### src/rtl/dqpsk_sd_pkg.sv
// Shared types and constants for the DQPSK soft demodulator.
// No dependencies; used by every module in rtl/.
package dqpsk_sd_pkg;

  localparam int OFFSET_WIDTH = 11;
  localparam int SOFT_WIDTH   = 8;
  localparam int K_BITS       = 7;    // soft magnitude 0..127

  // mode field codes
  localparam logic MODE_REF  = 1'b0;
  localparam logic MODE_DATA = 1'b1;

  // Per-component sidecar carried down the search stages
  typedef struct packed {
    logic              neg;  // component was negative
    logic [K_BITS-1:0] k;    // soft magnitude, built MSB first
  } lane_t;

endpackage

### src/rtl/dqpsk_sd_step.sv
// One bit of the soft-magnitude search, both components side by side.
// Depends on dqpsk_sd_pkg.
module dqpsk_sd_step #(
  parameter int SW  = 16,
  parameter int BIT = 0
) (
  input  logic                   clk,
  input  logic                   rst,
  input  logic                   en,
  input  logic                   v_in,
  input  logic [4*SW-1:0]        p_in,
  input  logic [4*SW+15:0]       r_in [2],
  input  logic [4*SW+15:0]       q_in [2],
  input  dqpsk_sd_pkg::lane_t    lane_in [2],
  output logic                   v_out,
  output logic [4*SW-1:0]        p_out,
  output logic [4*SW+15:0]       r_out [2],
  output logic [4*SW+15:0]       q_out [2],
  output dqpsk_sd_pkg::lane_t    lane_out [2]
);

  localparam int WT = 4*SW+16;

  logic [WT-1:0]       p_ext;
  logic [WT-1:0]       term [2];
  logic [1:0]          fit;
  logic [WT-1:0]       r_next [2];
  logic [WT-1:0]       q_next [2];
  dqpsk_sd_pkg::lane_t lane_next [2];

  // R holds T - k^2*P, Q holds k*P; trying k + 2^BIT costs (Q<<(BIT+1)) + (P<<2*BIT)
  always_comb begin
    p_ext = WT'(p_in);
    for (int i = 0; i < 2; i++) begin
      term[i]      = (q_in[i] << (BIT+1)) + (p_ext << (2*BIT));
      fit[i]       = term[i] <= r_in[i];
      r_next[i]    = fit[i] ? r_in[i] - term[i] : r_in[i];
      q_next[i]    = fit[i] ? q_in[i] + (p_ext << BIT) : q_in[i];
      lane_next[i] = lane_in[i];
      lane_next[i].k[BIT] = fit[i];
    end
  end

  always_ff @(posedge clk) begin
    if (rst) begin
      v_out <= 1'b0;
    end else if (en) begin
      v_out <= v_in;
    end
  end

  always_ff @(posedge clk) begin
    if (en) begin
      p_out <= p_in;
      for (int i = 0; i < 2; i++) begin
        r_out[i]    <= r_next[i];
        q_out[i]    <= q_next[i];
        lane_out[i] <= lane_next[i];
      end
    end
  end

endmodule
### config.mk
export PLATFORM = sky130hd
export DESIGN_NAME = dqpsk_sd_step
export DESIGN_NICKNAME = d
export VERILOG_FILES = /design/src/rtl/dqpsk_sd_pkg.sv /design/src/rtl/dqpsk_sd_step.sv
export SDC_FILE = /design/constraint.sdc
export NUM_CORES = 1
export LEC_CHECK = 0
export BUFFER_PORTS_ARGS = -buffer_cell sky130_fd_sc_hd__buf_2
export CORE_AREA = 2 2 310 312
export DETAILED_ROUTE_END_ITERATION = 6
export DIE_AREA = 0 0 312 314
export PLACE_DENSITY = 0.65
export SYNTH_ARGS = -nofsm -noshare
export SYNTH_HDL_FRONTEND = slang
export SYNTH_SLANG_ARGS = --single-unit
### constraint.sdc
create_clock -name clk -period 6.7 [get_ports clk]
set_input_delay 1.34 -clock clk [delete_from_list [all_inputs] [get_ports clk]]
set_output_delay 1.34 -clock clk [all_outputs]
set_load 0.03 [all_outputs]
==> impl_results.md, run 1 <==
* Syn Nets at 5,748
* H-tree levels at 2
* Post-layout util at 61.2%
* Max_slew headroom at 42.0%
* Synthesized area at 41,000 um2
* Max incr delay on CP at 0.52 ns
* Total CTS buffers at 53
* Synth cell types at 102
* Antenna violations before repair at 49
* Core ar. at 94,400 um2
* Routability cong. at 1.03
* Gr ovfl total at 0
* First-pass GRT wire length at 270,000 um
* Top cell family by delay on the critical path: compound AO/OA/AOI/OAI gates
* Die Y at 314 um
* PortBufs at 802
* Clock sinks at 401
* Failing checks: DRC
* Initial Util at 43.4%
* Fin area at 57,800 um2
* Fmax at 151 MHz
* Synth top area share at 29.3%
* Fin crit share at 98.7%
* Sw power at 5.98 mW
* Top Ports at 805
* RSZ-0062 raised after global routing: yes
* Area leader, netlist: edfxtp_1
* Power Density at 246 nW/um2
* Pin count of the biggest net entering global routing at 137
* HP Class: reg -> reg
* Asr flop ratio synth at 0%
* Kind of critical path: in -> reg
* Die area at 98,000 um2
* Hpwl dp at 156,000 um
* Worst EP arrival at 7.02 ns
* Yosys reg bits at 401
* Commonest non-fill, non-tap cell in the layout: buf_4
* First DRT Iteration DRCs at 3,834
* Most used cell, CP: buf_4
* First-pass detailed-route iteration total at 7
* Slew @ Worst Pin at 0.871 ns
* Worst EP required at 7.11 ns
* Top post-synthesis cells by area: edfxtp_1, ha_1, a21oi_1
* CP startpoint kind: input pin
* Worst VDD drop at 0.000207 V
* Routed wire length per instance at 23.2 um
* Count of filler cells inserted in the layout at 8,709
* Nets at 7,562
* Longest Clk Path Bufs at 3
* Via density at 5.72
* CP bufs+invs at 9
* Layout cells sized above 1 at 33.7%
* CP max stage cell: xnor2_1
* Part of the power in registers at 23.9%
* Internal Power at 8.25 mW
* EDFF count, synth at 400
* Final ANT Viol Nets at 0
* Worst-path fanout max at 6
* Via count at 46,190
* Hold Violations, Final at 0
* Max cap viols at 0
* Synth-to-layout area growth at 41.1%
* Total global-route track usage at 36.2%
* Row count at 113
* Syn Inst Count at 4,924
* Setup violations, final at 0
* Worst-path clk slew at 0.06 ns
* TritonCTS clock tree: yes
* # hold bufs at CTS at 0
* Reg2reg setup slack at 6.09 ns
* Most frequent cells in the layout: buf_4, buf_2, nand2_1
* Vias in the first global route at 43,695
* Placed instance area at 54,500 um2
* Critical path endpoint category: register
* DIE WIDTH at 312 um
* Syn avg cell area at 8.33 um2
* Syn. warnings at 0
* Post-synthesis sequential area ratio at 29.3%
* Switching share of power at 42.0%
* Clock root cell: clkbuf_16
* Outcome: finished with violations
* Logic pwr share at 55.6%
* DRC at 5
* Clock share of power at 20.5%
* Fin crit period at 6.61 ns
* P_leak at 26.6 nW
* Pins Over Slew Limit at 0
* Skew-Pair Late Insertion Delay at 0.67 ns
* Final WL at 187,000 um
* Clk_skew at 0 ns
* Top FF cell, synth: edfxtp_1
per-layer routing:
| metal | up-vias | GRT usage, % | share of wire (%) |
|---|---|---|---|
| li1 | 22040 | - | - |
| met1 | 21963 | 46.4 | 42 |
| met2 | 1734 | 60.1 | 46 |
| met3 | 421 | 5.97 | 6.8 |
| met4 | 32 | 15.7 | 5.1 |
| met5 | - | 0 | 0.11 |
worst reg2reg max path: stages, from the launching register on:
cell     delay, ns
dfxtp_1       0.31
mux2i_1       0.14
nor2_1        0.05
power groups by stage:
| stage | registers [mW] | clock network (mW) | logic [mW] |
|---|---|---|---|
| 4_1_cts | 3.40 | 2.95 | 7.61 |
| 2_1_floorplan | 4.09 | 0 | 3.49 |
| 5_1_grt | 3.42 | 3.03 | 8.47 |
| 6_report | 3.40 | 2.91 | 7.91 |
| 3_5_place_dp | 3.44 | 0 | 7.49 |
| 3_3_place_gp | 3.45 | 0 | 7.45 |
cells by family (layout without fill, tap and decap cells):
group	after synthesis	after routing	share of synthesized area (%)
other	0	27	0
flip-flops	401	401	29.3
AO/OA/AOI/OAI	1779	1779	27.0
adder cells (fa/ha/maj)	420	420	12.9
AND/OR/NAND/NOR	1491	1491	17.1
buffers and inverters	367	2223	3.58
multiplexers	15	15	0.403
XOR/XNOR	451	451	9.63
path summary, 6_finish.rpt:
kind / start / endpoint / depth (start not counted)
setup reg to reg: v_out$_SDFFE_PP0P_ / v_out$_SDFFE_PP0P_ / 2
hold reg to reg: v_out$_SDFFE_PP0P_ / v_out$_SDFFE_PP0P_ / 2
hold / removal: v_out$_SDFFE_PP0P_ / v_out$_SDFFE_PP0P_ / 2
setup / recovery: p_in[16] / r_out[8]$_DFFE_PP_ / 28
synth_stat cells (44+ instances only):
master and number:
nor2_1 254, xor2_1 203, a21oi_1 525, nand3_1 97, nand4_1 128, buf_2 46
nand2_1 651, a31oi_1 44, inv_1 124, ha_1 414, clkbuf_1 183, xnor2_1 248
o21ai_0 509, a21o_1 238, edfxtp_1 400, o21bai_1 100, nor3_1 71
per-stage QoR:
step,setup WS [ns],std cells,power [mW],TNS [ns],hold slack [ns]
CTS,-0.00170,8024,14.0,-0.00170,0.519
floorplan,0.0117,4924,7.58,0,0.630
global route,-0.0885,8055,14.9,-0.641,0.548
global placement,-1.04,7912,10.9,-249.34,0.469
detailed placement,-1.08,7912,10.9,-274.05,0.505
finish,0.0879,8072,14.2,0,0.521
layout make-up:
| type | instances | area, um2 | share of cell area, % |
|---|---|---|---|
| clock buffers | 65 | 1390 | 2.41 |
| clock inverters | 32 | 323 | 0.558 |
| multi-input cells | 4156 | 28400 | 49.2 |
| diodes | 27 | 67.6 | 0.117 |
| repair buffers | 2000 | 13500 | 23.4 |
| flip-flops and latches | 401 | 12000 | 20.8 |
| well taps | 1265 | 1580 | 2.74 |
| inverters | 126 | 483 | 0.835 |
repair_timing:
| action | 4_1_cts | 5_1_grt |
|---|---|---|
| buffers inserted | 13 | 14 |
| gates cloned | 2 | 8 |
| gates resized for setup | 65 | 175 |
| setup endpoints to repair | 308 | 321 |
| pin swaps | 22 | 60 |
state kept, by name, summed over array words and instances (netlist names):
name,cells
q_out,160
lane_out,16
r_out,160
p_out,64
v_out,1
Note: power is estimated with default switching activity, not from simulation.
==> run 2, diff against run 1 <==
Settings changed: BUFFER_PORTS_ARGS -buffer_cell sky130_fd_sc_hd__buf_2 to -buffer_cell sky130_fd_sc_hd__buf_4, PLACE_DENSITY 0.65 to 0.64.
==> impl_results.md, run 2 (synthesis gave the netlist of run 1 again) <==
* Outcome: finished with violations
* Failing checks: setup timing
* Hpwl dp at 156,000 um (-0.50%)
* RSZ-0062 raised after global routing: yes
* Worst EP required at 7.11 ns (about the same)
* Max cap viols at 0 (unchanged)
* Largest registers: q_out x160, r_out x160, p_out x64
* Fin crit share at 101% (+2.2 points)
* Fin crit period at 6.76 ns (+0.144 ns)
* Final worst setup slack at -0.0563 ns (-0.144 ns)
* Die area at 98,000 um2 (unchanged)
* Die Y at 314 um (unchanged)
* Row count at 113 (unchanged)
* Synth-to-layout area growth at 48.3%
* HP Class: reg -> reg
* Commonest non-fill, non-tap cell in the layout: buf_4
* Power Density at 244 nW/um2 (-0.69%)
* Via count at 46,514 (+0.70%)
* TritonCTS clock tree: yes
* Clk_skew at 0 ns (unchanged)
* PortBufs at 802 (unchanged)
* Worst-path clk slew at 0.06 ns (about the same)
* Worst VDD drop at 0.000231 V (+12%)
* Final ANT Viol Nets at 0 (unchanged)
* Pin count of the biggest net entering global routing at 130 (-5.1%)
* Total CTS buffers at 53 (unchanged)
* Fmax at 148 MHz (-2.1%)
* Core ar. at 94,400 um2 (unchanged)
* Skew-Pair Late Insertion Delay at 0.66 ns (about the same)
* Pins Over Slew Limit at 0 (unchanged)
* Total global-route track usage at 36.6% (+0.45 points)
* Layout cells sized above 1 at 34.6% (+0.89 points)
* Critical path endpoint category: register
* CP startpoint kind: input pin
* P_leak at 27.8 nW (+4.6%)
* Routability cong. at 1.03 (-0.40%)
* DIE WIDTH at 312 um (unchanged)
* Gr ovfl total at 0 (unchanged)
* DRC at 0 (-5)
* Hold Violations, Final at 0 (unchanged)
* Initial Util at 43.4% (unchanged)
* Worst-path fanout max at 8 (+2)
* First-pass GRT wire length at 274,000 um (+1.3%)
* Final WL at 193,000 um (+2.9%)
* First-pass detailed-route iteration total at 5 (-2)
* Most frequent cells in the layout: buf_4, nand2_1, a21oi_1
* Worst EP arrival at 7.16 ns (+0.14 ns)
* Top Ports at 805 (unchanged)
* Longest Clk Path Bufs at 3 (unchanged)
* Via density at 5.76 (+0.68%)
* Fin cells at 8,074 (+0.025%)
* Kind of critical path: in -> reg
* Slew @ Worst Pin at 0.970 ns (+0.0995 ns)
* First DRT Iteration DRCs at 3,973 (+3.6%)
* Vias in the first global route at 43,899 (+0.47%)
* Clock sinks at 401 (unchanged)
* Antenna violations before repair at 20 (-59%)
* Setup violations, final at 15 (+15)
* Total power at 14.8 mW (+4.4%)
* Clock root cell: clkbuf_16
* DP Cell Count at 7,888 (-0.30%)
* Routed wire length per instance at 23.9 um (+2.8%)
* H-tree levels at 2 (unchanged)
* Nets at 7,586 (+0.32%)
* Max_slew headroom at 35.3% (-6.6 points)
==> run 2: changes by cell type in the layout (fill, tap and decap cells not counted), sizes merged <==
cell      delta
clkinvlp     +3
diode       -21
bufinv       +3
clkinv       -2
clkbuf      +11
bufbuf       +1
buf          +7
==> run 2: timing repair <==
item | 4_1_cts | 5_1_grt
gates resized for setup | 103 | 241
pin swaps | 50 | 83
cloned | 12 | 27
buffers inserted | 23 | 30
endpoints found under the setup margin | 321 | 322
hold buffers | 0 | 0
==> run 2: layout make-up <==
cell class                 instances  area (um2)
antenna                            6        15.0
clock buffer                      60        1350
clock inverter                    36         425
fill                            8288       33600
inverter                         126         493
multi-input combinational       4156       28400
sequential                       401       12000
tap                             1265        1580
timing repair buffer            2024       16500
==> run 2: worst paths after layout <==
path                                          from  slack, ns  depth (start not counted)             endpoint
worst max-delay path                      p_in[11]      -0.06                         28  q_out[78]$_DFFE_PP_
worst min-delay path            v_out$_SDFFE_PP0P_       0.51                          2   v_out$_SDFFE_PP0P_
worst max register to register  v_out$_SDFFE_PP0P_       6.11                          2   v_out$_SDFFE_PP0P_
worst min register to register  v_out$_SDFFE_PP0P_       0.51                          2   v_out$_SDFFE_PP0P_
==> run 2: report_power, final <==
part	total [mW]	switching, mW	internal [mW]
Sequential	3.41	0.173	3.23
Clock	3.02	1.26	1.76
Combinational	8.42	4.69	3.73
==> run 2: metrics by stage <==
stage / cell area [um2] / setup TNS, ns / setup WS, ns / hold WS (ns) / utilization [%]
4_1_cts: 59100 / -6.62 / -0.157 / 0.502 / 62.6
5_1_grt: 60800 / -46.39 / -0.300 / 0.572 / 64.4
2_1_floorplan: 41000 / 0 / 0.0117 / 0.630 / -
3_5_place_dp: 56400 / -301.60 / -1.15 / 0.489 / 59.7
3_3_place_gp: 56400 / -293.81 / -1.12 / 0.477 / 59.7
6_report: 60800 / -0.278 / -0.0563 / 0.507 / 64.4
==> run 2: metal layers <==
metal | up-vias | routed length, um | GRT usage, %
li1 | 22104 | - | -
met2 | 1993 | 88400 | 60.5
met5 | - | 189 | 0
met3 | 382 | 15800 | 6.59
met4 | 30 | 9100 | 15.3
met1 | 22005 | 79200 | 47.1
==> run 2: worst max-delay path, stage by stage <==
cell,delay [ns]
buf_4,0.13
buf_4,0.16
ha_1,0.30
buf_4,0.11
and3_1,0.17
buf_4,0.12
nand3_1,0.07
o31ai_1,0.38
a21oi_2,0.12
a21oi_1,0.38
nor3_1,0.14
a21oi_1,0.23
a21oi_1,0.13
buf_4,0.17
o41ai_2,0.29
buf_4,0.20
nand2_1,0.06
xor2_1,0.19
buf_4,0.17
ha_1,0.32
nand4_1,0.24
or3b_4,0.47
a31oi_4,0.20
o21ai_4,0.15
buf_12,0.17
or3_4,0.49
nor2_2,0.14
xor2_1,0.09
